File: src/design/swlp_pkg.sv
`timescale 1ns / 1ps
// Package of the stopwatch block: mode type, action and register codes, widths
// and reset values. No dependencies.
package swlp_pkg;

  typedef enum logic [1:0] {
    MODE_STARTUP  = 2'd0,
    MODE_STOPPED  = 2'd1,
    MODE_COUNTING = 2'd2,
    MODE_OFF      = 2'd3
  } mode_t;

  localparam int ActionW = 3;
  localparam int RegIdxW = 2;
  localparam int CfgDataW = 16;
  localparam int MillisW = 10;
  localparam int SecondsW = 6;
  localparam int MinutesW = 7;
  localparam int TicksW = 16;

  typedef logic [ActionW-1:0] action_t;
  typedef logic [RegIdxW-1:0] reg_idx_t;
  typedef logic [CfgDataW-1:0] cfg_data_t;

  localparam action_t ACT_TICK  = 3'd0;
  localparam action_t ACT_START = 3'd1;
  localparam action_t ACT_STOP  = 3'd2;
  localparam action_t ACT_RESET = 3'd3;
  localparam action_t ACT_READY = 3'd4;

  localparam reg_idx_t REG_MS_STEP    = 2'd0;
  localparam reg_idx_t REG_LONG_PRESS = 2'd1;
  localparam reg_idx_t REG_BLINK      = 2'd2;

  localparam logic [MillisW-1:0] MS_STEP_RST    = 10'd8;
  localparam logic [TicksW-1:0]  LONG_PRESS_RST = 16'd3000;
  localparam logic [TicksW-1:0]  BLINK_RST      = 16'd125;

  localparam logic [SecondsW-1:0] SECS_PER_MIN = 6'd60;
  localparam logic [MinutesW-1:0] MINUTES_MAX  = 7'd99;

  typedef struct packed {
    mode_t                 mode;
    logic [MinutesW-1:0]   minutes;
    logic [SecondsW-1:0]   seconds;
    logic [MillisW-1:0]    millis;
    logic                  message_shown;
    logic                  hold_measuring;
  } res_t;

endpackage

File: src/design/swlp_intf.sv
`timescale 1ns / 1ps
// Valid/ready channel interfaces of the stopwatch block: input events, results
// and configuration writes. Depends on swlp_pkg.
interface swlp_in_if;
  logic               valid;
  logic               ready;
  swlp_pkg::action_t  action;
  logic               reset_button_held;

  modport source (output valid, output action, output reset_button_held, input ready);
  modport sink (input valid, input action, input reset_button_held, output ready);
endinterface

interface swlp_out_if;
  logic              valid;
  logic              ready;
  swlp_pkg::mode_t   mode;
  logic [3:0]        minute_tens;
  logic [3:0]        minute_ones;
  logic [2:0]        second_tens;
  logic [3:0]        second_ones;
  logic [3:0]        milli_hundreds;
  logic [3:0]        milli_tens;
  logic [3:0]        milli_ones;
  logic              off_message_shown;
  logic              hold_measuring;

  modport source (
    output valid, output mode, output minute_tens, output minute_ones,
    output second_tens, output second_ones, output milli_hundreds,
    output milli_tens, output milli_ones, output off_message_shown,
    output hold_measuring, input ready
  );
  modport sink (
    input valid, input mode, input minute_tens, input minute_ones,
    input second_tens, input second_ones, input milli_hundreds,
    input milli_tens, input milli_ones, input off_message_shown,
    input hold_measuring, output ready
  );
endinterface

interface swlp_cfg_if;
  logic                 valid;
  logic                 ready;
  swlp_pkg::reg_idx_t   index;
  swlp_pkg::cfg_data_t  data;

  modport source (output valid, output index, output data, input ready);
  modport sink (input valid, input index, input data, output ready);
endinterface

File: src/design/stopwatch_with_long_press_off_top.sv
`timescale 1ns / 1ps
// Top level of the stopwatch with long-press power-off.
// Depends on swlp_pkg and the channel interfaces in swlp_intf.sv.
//
// Usage:
// Each input beat on in_ch carries one event (tick, start, stop, reset press,
// startup done) and the reset button level. Every accepted beat yields exactly
// one result beat on out_ch holding the mode and the time as decimal digits.
// The result is registered: the result of a beat accepted at one edge is valid
// after that edge. One beat is taken every cycle unless the receiver stalls;
// the state and the result register update together at the accepting edge.
// The result register is the only buffer on the output side. While a result
// waits, a new beat is still taken in the same cycle that out_ch.ready is high;
// if the receiver stalls, in_ch.ready drops and the waiting result holds.
// Configuration writes on cfg_ch are always taken and apply to the next beat;
// writes to an index past the last register are dropped.
// After the synchronous reset the block is in startup mode with the time at
// zero and the registers at their default values; no result is pending.
module stopwatch_with_long_press_off_top (
  input  logic        clk,
  input  logic        rst_n,
  swlp_in_if.sink     in_ch,
  swlp_out_if.source  out_ch,
  swlp_cfg_if.sink    cfg_ch
);
  import swlp_pkg::*;

  logic [MillisW-1:0]  ms_step_r;
  logic [TicksW-1:0]   long_press_r;
  logic [TicksW-1:0]   blink_ms_r;

  mode_t               mode_r, mode_nxt;
  logic [MillisW-1:0]  millis_r, millis_nxt;
  logic [SecondsW-1:0] seconds_r, seconds_nxt;
  logic [MinutesW-1:0] minutes_r, minutes_nxt;
  logic [TicksW-1:0]   hold_ticks_r, hold_ticks_nxt;
  logic                hold_pending_r, hold_pending_nxt;
  logic [TicksW-1:0]   blink_ticks_r, blink_ticks_nxt;
  logic                message_on_r, message_on_nxt;

  res_t                res_r;
  logic                out_valid_r;
  logic                accept;

  logic [MillisW:0]    ms_sum;
  logic [MillisW-1:0]  ms_wrapped;
  logic [1:0]          carries;
  logic [SecondsW-1:0] sec_sum;
  logic [TicksW-1:0]   hold_inc;
  logic [TicksW-1:0]   blink_inc;

  logic [15:0]         hund_prod;
  logic [3:0]          hund_digit;
  logic [6:0]          milli_rem;

  function automatic logic [3:0] div10_f(input logic [6:0] v);
    logic [13:0] p;
    p = 14'(v) * 14'd103;
    return p[13:10];
  endfunction

  function automatic logic [3:0] mod10_f(input logic [6:0] v);
    logic [6:0] q;
    q = 7'(div10_f(v));
    return 4'(v - 7'(q * 7'd10));
  endfunction

  assign in_ch.ready  = !out_valid_r || out_ch.ready;
  assign accept       = in_ch.valid && in_ch.ready;
  assign cfg_ch.ready = 1'b1;

  always_ff @(posedge clk) begin
    if (!rst_n) begin
      ms_step_r    <= MS_STEP_RST;
      long_press_r <= LONG_PRESS_RST;
      blink_ms_r   <= BLINK_RST;
    end else if (cfg_ch.valid) begin
      unique case (cfg_ch.index)
        REG_MS_STEP:    ms_step_r    <= cfg_ch.data[MillisW-1:0];
        REG_LONG_PRESS: long_press_r <= cfg_ch.data;
        REG_BLINK:      blink_ms_r   <= cfg_ch.data;
        default: ;
      endcase
    end
  end

  always_comb begin
    ms_sum = {1'b0, millis_r} + {1'b0, ms_step_r};
    if (ms_sum >= 11'd2000) begin
      ms_wrapped = MillisW'(ms_sum - 11'd2000);
      carries    = 2'd2;
    end else if (ms_sum >= 11'd1000) begin
      ms_wrapped = MillisW'(ms_sum - 11'd1000);
      carries    = 2'd1;
    end else begin
      ms_wrapped = ms_sum[MillisW-1:0];
      carries    = 2'd0;
    end
    sec_sum   = seconds_r + SecondsW'(carries);
    hold_inc  = (hold_ticks_r == '1) ? hold_ticks_r : hold_ticks_r + 1'b1;
    blink_inc = (blink_ticks_r == '1) ? blink_ticks_r : blink_ticks_r + 1'b1;
  end

  always_comb begin
    mode_nxt         = mode_r;
    millis_nxt       = millis_r;
    seconds_nxt      = seconds_r;
    minutes_nxt      = minutes_r;
    hold_ticks_nxt   = hold_ticks_r;
    hold_pending_nxt = hold_pending_r;
    blink_ticks_nxt  = blink_ticks_r;
    message_on_nxt   = message_on_r;
    if (hold_pending_r) begin
      if (!in_ch.reset_button_held) begin
        hold_pending_nxt = 1'b0;
        hold_ticks_nxt   = '0;
        if (mode_r != MODE_OFF) begin
          mode_nxt = MODE_STOPPED;
        end
      end else if (in_ch.action == ACT_TICK) begin
        if (hold_inc >= long_press_r) begin
          hold_pending_nxt = 1'b0;
          hold_ticks_nxt   = '0;
          mode_nxt         = MODE_OFF;
          blink_ticks_nxt  = '0;
          message_on_nxt   = 1'b0;
        end else begin
          hold_ticks_nxt = hold_inc;
        end
      end
    end else if (mode_r == MODE_STARTUP) begin
      if (in_ch.action == ACT_READY) begin
        mode_nxt = MODE_STOPPED;
      end
    end else begin
      unique case (in_ch.action)
        ACT_TICK: begin
          if (mode_r == MODE_COUNTING) begin
            millis_nxt = ms_wrapped;
            if (sec_sum >= SECS_PER_MIN) begin
              seconds_nxt = sec_sum - SECS_PER_MIN;
              minutes_nxt = (minutes_r >= MINUTES_MAX) ? '0 : minutes_r + 1'b1;
            end else begin
              seconds_nxt = sec_sum;
            end
          end else if (mode_r == MODE_OFF) begin
            if (blink_inc >= blink_ms_r) begin
              blink_ticks_nxt = '0;
              message_on_nxt  = !message_on_r;
            end else begin
              blink_ticks_nxt = blink_inc;
            end
          end
        end
        ACT_START: mode_nxt = MODE_COUNTING;
        ACT_STOP: begin
          if (mode_r != MODE_OFF) begin
            mode_nxt = MODE_STOPPED;
          end
        end
        ACT_RESET: begin
          millis_nxt       = '0;
          seconds_nxt      = '0;
          minutes_nxt      = '0;
          hold_ticks_nxt   = '0;
          hold_pending_nxt = in_ch.reset_button_held;
          if (!in_ch.reset_button_held && mode_r != MODE_OFF) begin
            mode_nxt = MODE_STOPPED;
          end
        end
        default: ;
      endcase
    end
  end

  always_ff @(posedge clk) begin
    if (!rst_n) begin
      mode_r         <= MODE_STARTUP;
      millis_r       <= '0;
      seconds_r      <= '0;
      minutes_r      <= '0;
      hold_ticks_r   <= '0;
      hold_pending_r <= 1'b0;
      blink_ticks_r  <= '0;
      message_on_r   <= 1'b0;
      out_valid_r    <= 1'b0;
    end else begin
      if (accept) begin
        mode_r         <= mode_nxt;
        millis_r       <= millis_nxt;
        seconds_r      <= seconds_nxt;
        minutes_r      <= minutes_nxt;
        hold_ticks_r   <= hold_ticks_nxt;
        hold_pending_r <= hold_pending_nxt;
        blink_ticks_r  <= blink_ticks_nxt;
        message_on_r   <= message_on_nxt;
        out_valid_r    <= 1'b1;
      end else if (out_ch.ready) begin
        out_valid_r <= 1'b0;
      end
    end
  end

  always_ff @(posedge clk) begin
    if (accept) begin
      res_r.mode           <= mode_nxt;
      res_r.minutes        <= minutes_nxt;
      res_r.seconds        <= seconds_nxt;
      res_r.millis         <= millis_nxt;
      res_r.message_shown  <= (mode_nxt == MODE_OFF) && message_on_nxt;
      res_r.hold_measuring <= hold_pending_nxt;
    end
  end

  always_comb begin
    hund_prod  = 16'(res_r.millis) * 16'd41;
    hund_digit = hund_prod[15:12];
    milli_rem  = 7'(res_r.millis - MillisW'(hund_digit) * 10'd100);

    out_ch.valid             = out_valid_r;
    out_ch.mode              = res_r.mode;
    out_ch.minute_tens       = div10_f(res_r.minutes);
    out_ch.minute_ones       = mod10_f(res_r.minutes);
    out_ch.second_tens       = 3'(div10_f(7'(res_r.seconds)));
    out_ch.second_ones       = mod10_f(7'(res_r.seconds));
    out_ch.milli_hundreds    = hund_digit;
    out_ch.milli_tens        = div10_f(milli_rem);
    out_ch.milli_ones        = mod10_f(milli_rem);
    out_ch.off_message_shown = res_r.message_shown;
    out_ch.hold_measuring    = res_r.hold_measuring;
  end

`ifndef SYNTHESIS
  a_time_in_range: assert property (@(posedge clk) disable iff (!rst_n)
    (millis_r < 10'd1000) && (seconds_r < SECS_PER_MIN) && (minutes_r <= MINUTES_MAX))
    else $error("Time count out of range.");

  a_hold_not_in_startup: assert property (@(posedge clk) disable iff (!rst_n)
    hold_pending_r |-> (mode_r != MODE_STARTUP))
    else $error("Hold timed during startup.");

  a_beat_gives_result: assert property (@(posedge clk) disable iff (!rst_n)
    accept |=> out_valid_r)
    else $error("Accepted beat produced no result.");

  a_blink_idle_unless_off: assert property (@(posedge clk) disable iff (!rst_n)
    (accept && mode_nxt != MODE_OFF && mode_r != MODE_OFF) |=> $stable(blink_ticks_r))
    else $error("Blink counter moved outside off mode.");
`endif

endmodule

File: src/flat_wrapper.sv
// flat-port wrapper written by rule: the top's interface ports become plain ports
module stopwatch_with_long_press_off_top_flat import swlp_pkg::*;
  (clk, rst_n, in_ch_valid, in_ch_action, in_ch_reset_button_held, in_ch_ready, out_ch_valid, out_ch_mode, out_ch_minute_tens, out_ch_minute_ones, out_ch_second_tens, out_ch_second_ones, out_ch_milli_hundreds, out_ch_milli_tens, out_ch_milli_ones, out_ch_off_message_shown, out_ch_hold_measuring, out_ch_ready, cfg_ch_valid, cfg_ch_index, cfg_ch_data, cfg_ch_ready);
  swlp_in_if in_ch_i ();
  swlp_out_if out_ch_i ();
  swlp_cfg_if cfg_ch_i ();
  input  logic clk;
  input  logic rst_n;
  input wire logic [$bits(in_ch_i.valid)-1:0] in_ch_valid;
  input wire logic [$bits(in_ch_i.action)-1:0] in_ch_action;
  input wire logic [$bits(in_ch_i.reset_button_held)-1:0] in_ch_reset_button_held;
  output wire logic [$bits(in_ch_i.ready)-1:0] in_ch_ready;
  output wire logic [$bits(out_ch_i.valid)-1:0] out_ch_valid;
  output wire logic [$bits(out_ch_i.mode)-1:0] out_ch_mode;
  output wire logic [$bits(out_ch_i.minute_tens)-1:0] out_ch_minute_tens;
  output wire logic [$bits(out_ch_i.minute_ones)-1:0] out_ch_minute_ones;
  output wire logic [$bits(out_ch_i.second_tens)-1:0] out_ch_second_tens;
  output wire logic [$bits(out_ch_i.second_ones)-1:0] out_ch_second_ones;
  output wire logic [$bits(out_ch_i.milli_hundreds)-1:0] out_ch_milli_hundreds;
  output wire logic [$bits(out_ch_i.milli_tens)-1:0] out_ch_milli_tens;
  output wire logic [$bits(out_ch_i.milli_ones)-1:0] out_ch_milli_ones;
  output wire logic [$bits(out_ch_i.off_message_shown)-1:0] out_ch_off_message_shown;
  output wire logic [$bits(out_ch_i.hold_measuring)-1:0] out_ch_hold_measuring;
  input wire logic [$bits(out_ch_i.ready)-1:0] out_ch_ready;
  input wire logic [$bits(cfg_ch_i.valid)-1:0] cfg_ch_valid;
  input wire logic [$bits(cfg_ch_i.index)-1:0] cfg_ch_index;
  input wire logic [$bits(cfg_ch_i.data)-1:0] cfg_ch_data;
  output wire logic [$bits(cfg_ch_i.ready)-1:0] cfg_ch_ready;
  assign in_ch_i.valid = in_ch_valid;
  assign in_ch_i.action = in_ch_action;
  assign in_ch_i.reset_button_held = in_ch_reset_button_held;
  assign in_ch_ready = in_ch_i.ready;
  assign out_ch_valid = out_ch_i.valid;
  assign out_ch_mode = out_ch_i.mode;
  assign out_ch_minute_tens = out_ch_i.minute_tens;
  assign out_ch_minute_ones = out_ch_i.minute_ones;
  assign out_ch_second_tens = out_ch_i.second_tens;
  assign out_ch_second_ones = out_ch_i.second_ones;
  assign out_ch_milli_hundreds = out_ch_i.milli_hundreds;
  assign out_ch_milli_tens = out_ch_i.milli_tens;
  assign out_ch_milli_ones = out_ch_i.milli_ones;
  assign out_ch_off_message_shown = out_ch_i.off_message_shown;
  assign out_ch_hold_measuring = out_ch_i.hold_measuring;
  assign out_ch_i.ready = out_ch_ready;
  assign cfg_ch_i.valid = cfg_ch_valid;
  assign cfg_ch_i.index = cfg_ch_index;
  assign cfg_ch_i.data = cfg_ch_data;
  assign cfg_ch_ready = cfg_ch_i.ready;
  stopwatch_with_long_press_off_top u_core (.clk(clk), .rst_n(rst_n), .in_ch(in_ch_i), .out_ch(out_ch_i), .cfg_ch(cfg_ch_i));
endmodule
File: config.mk
export PLATFORM = sky130hd
export DESIGN_NAME = stopwatch_with_long_press_off_top_flat
export DESIGN_NICKNAME = d
export VERILOG_FILES = /design/src/design/swlp_pkg.sv /design/src/design/swlp_intf.sv /design/src/design/stopwatch_with_long_press_off_top.sv /design/src/flat_wrapper.sv
export SDC_FILE = /design/constraint.sdc
export NUM_CORES = 1
export LEC_CHECK = 0
export ABC_AREA = 0
export ABC_CLOCK_PERIOD_IN_PS = 11300
export BUFFER_PORTS_ARGS = -buffer_cell sky130_fd_sc_hd__buf_2
export CORE_ASPECT_RATIO = 1.1
export CORE_UTILIZATION = 25
export CTS_CLUSTER_DIAMETER = 200
export DETAILED_ROUTE_END_ITERATION = 12
export GPL_TIMING_DRIVEN = 0
export SLEW_MARGIN = 40
export SYNTH_ARGS = -nofsm -noshare
export SYNTH_HDL_FRONTEND = slang
export SYNTH_SLANG_ARGS = --single-unit
File: constraint.sdc
create_clock -name clk -period 11.3 [get_ports clk]
set_clock_uncertainty 0.05 [all_clocks]
set_input_delay 1.13 -clock clk [delete_from_list [all_inputs] [get_ports clk]]
set_output_delay 1.13 -clock clk [all_outputs]
set_load 0.01 [all_outputs]
==> results.sh, run 1 <==
export IMPL_cts_sinks=129
export IMPL_final_common_cell="ha_1"
export IMPL_worstSetupPathType="reg -> out"
export IMPL_crit_buf_inv=5
export IMPL_max_freq_mhz=96.3
export IMPL_dieArea_um2=46000
export IMPL_hold_viol=0
export IMPL_grt_pass1_vias=9369
export IMPL_yosysTopAreaCellShare_pct=21.1
export IMPL_clock_latency_ns=0.43
export IMPL_post_dp_hpwl_um=22500
export IMPL_root_buffer="clkbuf_16"
export IMPL_finish_utilization_pct=28.9
export IMPL_p_clk_share_pct=21.0
export IMPL_yosysWarnings=0
export IMPL_instances_no_fill=1978
export IMPL_endpoint_kind="output port"
export IMPL_track_usage_pct=12.6
export IMPL_cp_max_fo=6
export IMPL_final_antenna_net_count=0
export IMPL_routed_wl_um=28300
export IMPL_synth_flop_cell="dfxtp_1"
export IMPL_cts_tree="yes"
export IMPL_clk_transition_reported_paths_ns=0.06
export IMPL_outcome="finished clean"
export IMPL_start_util_pct=25.3
export IMPL_synth_edf_count=27
export IMPL_cap_violations=0
export IMPL_crit_family="adder cells"
export IMPL_grt_max_degree=22
export IMPL_worst_hold_path_type="reg -> reg"
export IMPL_arrival_ns=9.21
export IMPL_syn_num_nets=1555
export IMPL_drtPass1Iterations=5
export IMPL_cts_buffer_depth=2
export IMPL_critPathMostFrequentCell="ha_1"
export IMPL_coreArea_um2=44500
export IMPL_vias_per_cell=4.82
export IMPL_leakagePower_nw=5.78
export IMPL_syn2layout_area_growth_pct=14.1
export IMPL_cts_htree_levels=4
export IMPL_max_stage_delay_ns=0.56
export IMPL_combPwrFrac_pct=58.9
export IMPL_grt_pass1_wl_um=46600
export IMPL_pin_count=61
export IMPL_power_switching_w=0.00102
export IMPL_synth_area_per_cell_um2=8.64
export IMPL_rows=81
export IMPL_routedWlPerCell_um=14.3
export IMPL_overflow=0
export IMPL_final_nets=1633
export IMPL_io_buffers=58
export IMPL_cts_resized=0
export IMPL_ys_seq_area_share_pct=25.3
export IMPL_setup_viol=0
export IMPL_timing_final_crit_share_pct=91.9
export IMPL_power_frac_seq_pct=20.1
export IMPL_via_count=9543
export IMPL_power_density_nw_per_um2=193
export IMPL_sw_frac_of_total_pct=41.2
export IMPL_drtIter0Drc=539
export IMPL_relSlewSlack_pct=44.1
export IMPL_synthTopCellsByArea="ha_1 (21%), dfxtp_1 (18%), edfxtp_1 (7.2%)"
export IMPL_synthesis_area_um2=11300
export IMPL_cts_buffers_inserted=17
export IMPL_drc_errors=0
export IMPL_cp_slowest_cell="fa_1"
export IMPL_rsz0062_at_grt="false"
export IMPL_worst_pin_slew_ns=0.838
export IMPL_final_cell_mix="ha_1 (190), inv_1 (147), nand2_1 (140), dfxtp_1 (102), a21oi_1 (81)"
export IMPL_yosys_area_top_type="ha_1"
export IMPL_finalSetupTns_ns=0
export IMPL_n_fill_cell=4704
export IMPL_drive_gt1_share_pct=9.96
export IMPL_netlist_instances=1305
export IMPL_post_cts_setup_buffers=0
export IMPL_grt_antenna_before_repair=4
export IMPL_period_minus_slack_ns=10.39
export IMPL_placed_cells=1945
export IMPL_cts_hold_fix_buffers=0
export IMPL_total_power_w=0.00249
export IMPL_internal_power_w=0.00146
export IMPL_ys_types=85
export IMPL_routabilityCongestion=0.879
export IMPL_crit_path_start_kind="register"
export IMPL_ys_seq_elements=129
export IMPL_die_x_um=204
export IMPL_crit_required_ns=10.12
export IMPL_irDropWorstVdd_v=0.000348
export IMPL_die_h_um=225
export IMPL_async_flop_share_pct=0
export IMPL_slew_viol_final=0
-- kinds of logic after synthesis --
group / after synthesis / synth area share, %
flops: 129 / 25.3
other cells: 1 / 0.0333
mux: 13 / 1.15
buf+inv: 196 / 6.96
xor+xnor: 66 / 5.19
compound gates: 306 / 18.6
fa+ha+maj: 225 / 27.1
simple gates: 369 / 15.7
-- power by group through the flow --
| stage | combinational [W] | clock, W | sequential, W |
|---|---|---|---|
| 2_1_floorplan | 0.00105 | 0 | 0.000505 |
| 4_1_cts | 0.00150 | 0.000529 | 0.000500 |
| 3_5_place_dp | 0.00149 | 0 | 0.000510 |
| 6_report | 0.00146 | 0.000521 | 0.000500 |
| 3_3_place_gp | 0.00145 | 0 | 0.000510 |
| 5_1_grt | 0.00169 | 0.000550 | 0.000502 |
-- stage by stage --
stage / cell area [um2] / worst slack [ns] / hold slack [ns]
4_1_cts: 12900 / 0.836 / 0.408
3_5_place_dp: 12300 / 1.31 / 0.401
5_1_grt: 12900 / 0.329 / 0.424
6_report: 12900 / 0.911 / 0.407
2_1_floorplan: 11300 / 2.07 / 0.386
3_3_place_gp: 12300 / 1.55 / 0.396
-- layout make-up --
cell class / instances / area (um2) / share of cell area [%]
clock buffers: 24 / 504 / 3.92
well taps: 581 / 727 / 5.65
multi-input cells: 980 / 7640 / 59.4
diodes: 1 / 2.50 / 0.0194
repair buffers: 59 / 305 / 2.37
flip-flops and latches: 129 / 2850 / 22.2
plain buffers: 46 / 220 / 1.71
clock inverters: 8 / 48.8 / 0.379
inverters: 150 / 566 / 4.39
-- synth_stat cells, types with 27 or more instances --
cell type	n
fa_1	33
clkbuf_1	33
a21oi_1	81
ha_1	190
xnor2_1	44
dfxtp_1	102
nand2_1	140
inv_1	147
edfxtp_1	27
o21ai_0	52
nand3_1	37
nor2_1	78
-- metal layers --
| metal | part of all wire, % | vias up | global-route usage [%] |
|---|---|---|---|
| met5 | 0.15 | - | 0 |
| met4 | 2.0 | 6 | 4.19 |
| met3 | 6.2 | 50 | 2.61 |
| met2 | 46 | 233 | 20.9 |
| met1 | 46 | 4499 | 16.2 |
| li1 | - | 4755 | - |
-- worst paths after layout --
| path | start | to | slack (ns) | cells after the start |
|---|---|---|---|---|
| worst max register to register | u_core.millis_r[0]$_SDFFE_PN0P_ | u_core.res_r[20]$_DFFE_PP_ | 5.18 | 21 |
| worst min register to register | u_core.long_press_r[13]$_SDFFE_PN0P_ | u_core.long_press_r[13]$_SDFFE_PN0P_ | 0.41 | 2 |
| worst min-delay path | u_core.long_press_r[13]$_SDFFE_PN0P_ | u_core.long_press_r[13]$_SDFFE_PN0P_ | 0.41 | 2 |
| worst max-delay path | u_core.res_r[6]$_DFFE_PP_ | out_ch_milli_ones[3] | 0.91 | 32 |
-- registers in the layout, indices dropped and copies added, names as in the netlist --
name                             count
u_core.seconds_r                     6
u_core.blink_ticks_r                16
u_core.mode_r                        2
u_core.millis_r                     10
u_core.hold_ticks_r                 16
u_core.message_on_r                  1
u_core.hold_pending_r                1
u_core.blink_ms_r                   16
u_core.ms_step_r                    10
u_core.res_r                        23
u_core.long_press_r                 16
u_core.out_ch.mode                   2
u_core.out_ch.hold_measuring         1
u_core.minutes_r                     7
u_core.out_ch.valid                  1
u_core.out_ch.off_message_shown      1
-- tightest hold or removal path, cell delays in order (launching register included) --
cell,delay (ns)
dfxtp_1,0.31
nand2_1,0.05
a21oi_1,0.05
Power figures use the tool's default switching activity.
==> run 2, diff against run 1 <==
PLACE_DENSITY = 0.37   (was not set)
==> run 2 against run 1 <==
Compared with the run above: sequential cell count did not move; power rose by 2.2%; non-clock buffer count fell by 1; via count fell by 2.2%; fmax rose by 1.1%; first-iteration DRC count fell by 30%; critical path type unchanged.
==> results.sh, run 2 (synthesis results as in run 1) <==
export IMPL_outcome="finished clean"
export IMPL_r2r_start="u_core.millis_r[0]$_SDFFE_PN0P_"
export IMPL_max_stage_delay_ns=0.55
export IMPL_worst_hold_path_type="reg -> reg"
export IMPL_post_cts_setup_buffers=0
export IMPL_routedWlPerCell_um=16.2
export IMPL_drc_errors=0
export IMPL_crit_required_ns=10.12
export IMPL_final_common_cell="ha_1"
export IMPL_io_buffers=58
export IMPL_routed_wl_um=31900
export IMPL_cp_max_fo=6
export IMPL_worstSetupPathType="reg -> out"
export IMPL_cts_buffer_depth=2
export IMPL_hold_viol=0
export IMPL_pin_count=61
export IMPL_final_nets=1632
export IMPL_crit_path_start_kind="register"
export IMPL_design_area_um2=12900
export IMPL_r2r_cells=21
export IMPL_rsz0062_at_grt="false"
export IMPL_cts_resized=0
export IMPL_rows=81
export IMPL_holdPathEnd="u_core.blink_ms_r[10]$_SDFFE_PN0P_"
export IMPL_irDropWorstVdd_v=0.000551
export IMPL_worst_pin_slew_ns=0.851
export IMPL_hold_start="u_core.blink_ms_r[10]$_SDFFE_PN0P_"
export IMPL_cts_tree="yes"
export IMPL_syn2layout_area_growth_pct=14.3
export IMPL_finalSetupTns_ns=0
export IMPL_regToRegSetupSlack_ns=5.09
export IMPL_cts_buffers_inserted=17
export IMPL_overflow=0
export IMPL_cts_hold_fix_buffers=0
export IMPL_grt_pass1_wl_um=51000
export IMPL_start_util_pct=25.3
export IMPL_critPathMostFrequentCell="ha_1"
export IMPL_cts_htree_levels=4
export IMPL_root_buffer="clkbuf_16"
export IMPL_arrival_ns=9.10
export IMPL_cts_sinks=129
export IMPL_drtPass1Iterations=5
export IMPL_holdPathStages=2
export IMPL_setup_viol=0
export IMPL_drtIter0Drc=377
export IMPL_clk_transition_reported_paths_ns=0.06
export IMPL_slew_viol_final=0
export IMPL_placed_area_um2=12300
export IMPL_post_dp_hpwl_um=25500
export IMPL_clock_latency_ns=0.42
export IMPL_cap_violations=0
export IMPL_die_h_um=225
export IMPL_grt_max_degree=37
export IMPL_final_cell_mix="ha_1 (190), inv_1 (147), nand2_1 (140), dfxtp_1 (102), a21oi_1 (80)"
export IMPL_top_register="u_core.res_r"
export IMPL_timing_final_crit_share_pct=91.0
export IMPL_grt_antenna_before_repair=1
export IMPL_period_minus_slack_ns=10.28
export IMPL_final_antenna_net_count=0
export IMPL_leakagePower_nw=5.79
export IMPL_via_count=9337
export IMPL_die_x_um=204
export IMPL_coreArea_um2=44500
export IMPL_grt_pass1_vias=9237
export IMPL_max_freq_mhz=97.3
export IMPL_endpoint_kind="output port"
export IMPL_power_density_nw_per_um2=197
export IMPL_antenna_cells=0
export IMPL_largest_register_ffs=23
export IMPL_routabilityCongestion=0.786
export IMPL_drive_gt1_share_pct=10.1
export IMPL_dieArea_um2=46000
export IMPL_relSlewSlack_pct=43.0
export IMPL_cp_slowest_cell="fa_1"
export IMPL_track_usage_pct=14.3
export IMPL_critical_path_reg2reg_endpoint="u_core.res_r[20]$_DFFE_PP_"
export IMPL_vias_per_cell=4.73
run 2: cell count changes in the layout (fill, tap and decap cells not counted), sizes merged:
| cell | change |
|---|---|
| inv | -2 |
| bufinv | +1 |
| clkinv | +1 |
| buf | -1 |
| diode | -1 |
run 2: layout make-up:
| cell class | count | area (um2) |
|---|---|---|
| Timing Repair Buffer | 58 | 290 |
| Clock buffer | 24 | 514 |
| Fill cell | 4794 | 31600 |
| Inverter | 150 | 566 |
| Clock inverter | 8 | 72.6 |
| Multi-Input combinational cell | 980 | 7650 |
| Tap cell | 581 | 727 |
| Sequential cell | 129 | 2850 |
| Buffer | 46 | 224 |
run 2: how the worst max path moves through the flow:
stage | end | cells past startpoint | slack, ns | from
CTS | out_ch_milli_ones[3] | 33 | 0.87 | u_core.res_r[6]$_DFFE_PP_
floorplan | out_ch_milli_ones[3] | 32 | 2.07 | u_core.res_r[6]$_DFFE_PP_
global placement | out_ch_milli_ones[3] | 33 | 1.37 | u_core.res_r[6]$_DFFE_PP_
finish | out_ch_milli_ones[3] | 33 | 1.02 | u_core.res_r[6]$_DFFE_PP_
global route | out_ch_milli_ones[3] | 33 | 0.36 | u_core.res_r[6]$_DFFE_PP_
detailed placement | out_ch_milli_ones[3] | 33 | 1.36 | u_core.res_r[6]$_DFFE_PP_
run 2: report_power, final:
group	leakage [nW]	switching, W	total, W	internal, W
clock	0.291	0.000220	0.000560	0.000340
sequential	1.10	0.0000149	0.000500	0.000485
combinational	4.40	0.000818	0.00148	0.000662
run 2: metal layers:
layer / vias up / GRT usage [%] / wire length (um)
li1: 4745 / - / -
met1: 4461 / 18.7 / 15600
met2: 101 / 24.9 / 15400
met3: 28 / 1.59 / 493
met4: 2 / 3.27 / 413
met5: - / 0 / 16
run 2: through the flow:
step / hold WS [ns] / power (W) / worst slack [ns] / utilization, % / std cells
CTS: 0.408 / 0.00260 / 0.869 / 29.0 / 1976
detailed placement: 0.399 / 0.00203 / 1.36 / 27.6 / 1944
floorplan: 0.386 / 0.00156 / 2.07 / - / 1305
global placement: 0.395 / 0.00202 / 1.37 / 27.6 / 1944
finish: 0.404 / 0.00254 / 1.02 / 29.0 / 1976
global route: 0.417 / 0.00281 / 0.361 / 29.0 / 1976
run 2: worst max-delay path, delay by kind of cell, from the launching register on:
family	cells	cell delay, ns
AND/OR/NAND/NOR	1	0.15
buffers and inverters	5	0.36
AO/OA/AOI/OAI	8	1.64
XOR/XNOR	6	1.37
adder cells (fa/ha/maj)	13	4.62
flip-flops	1	0.52
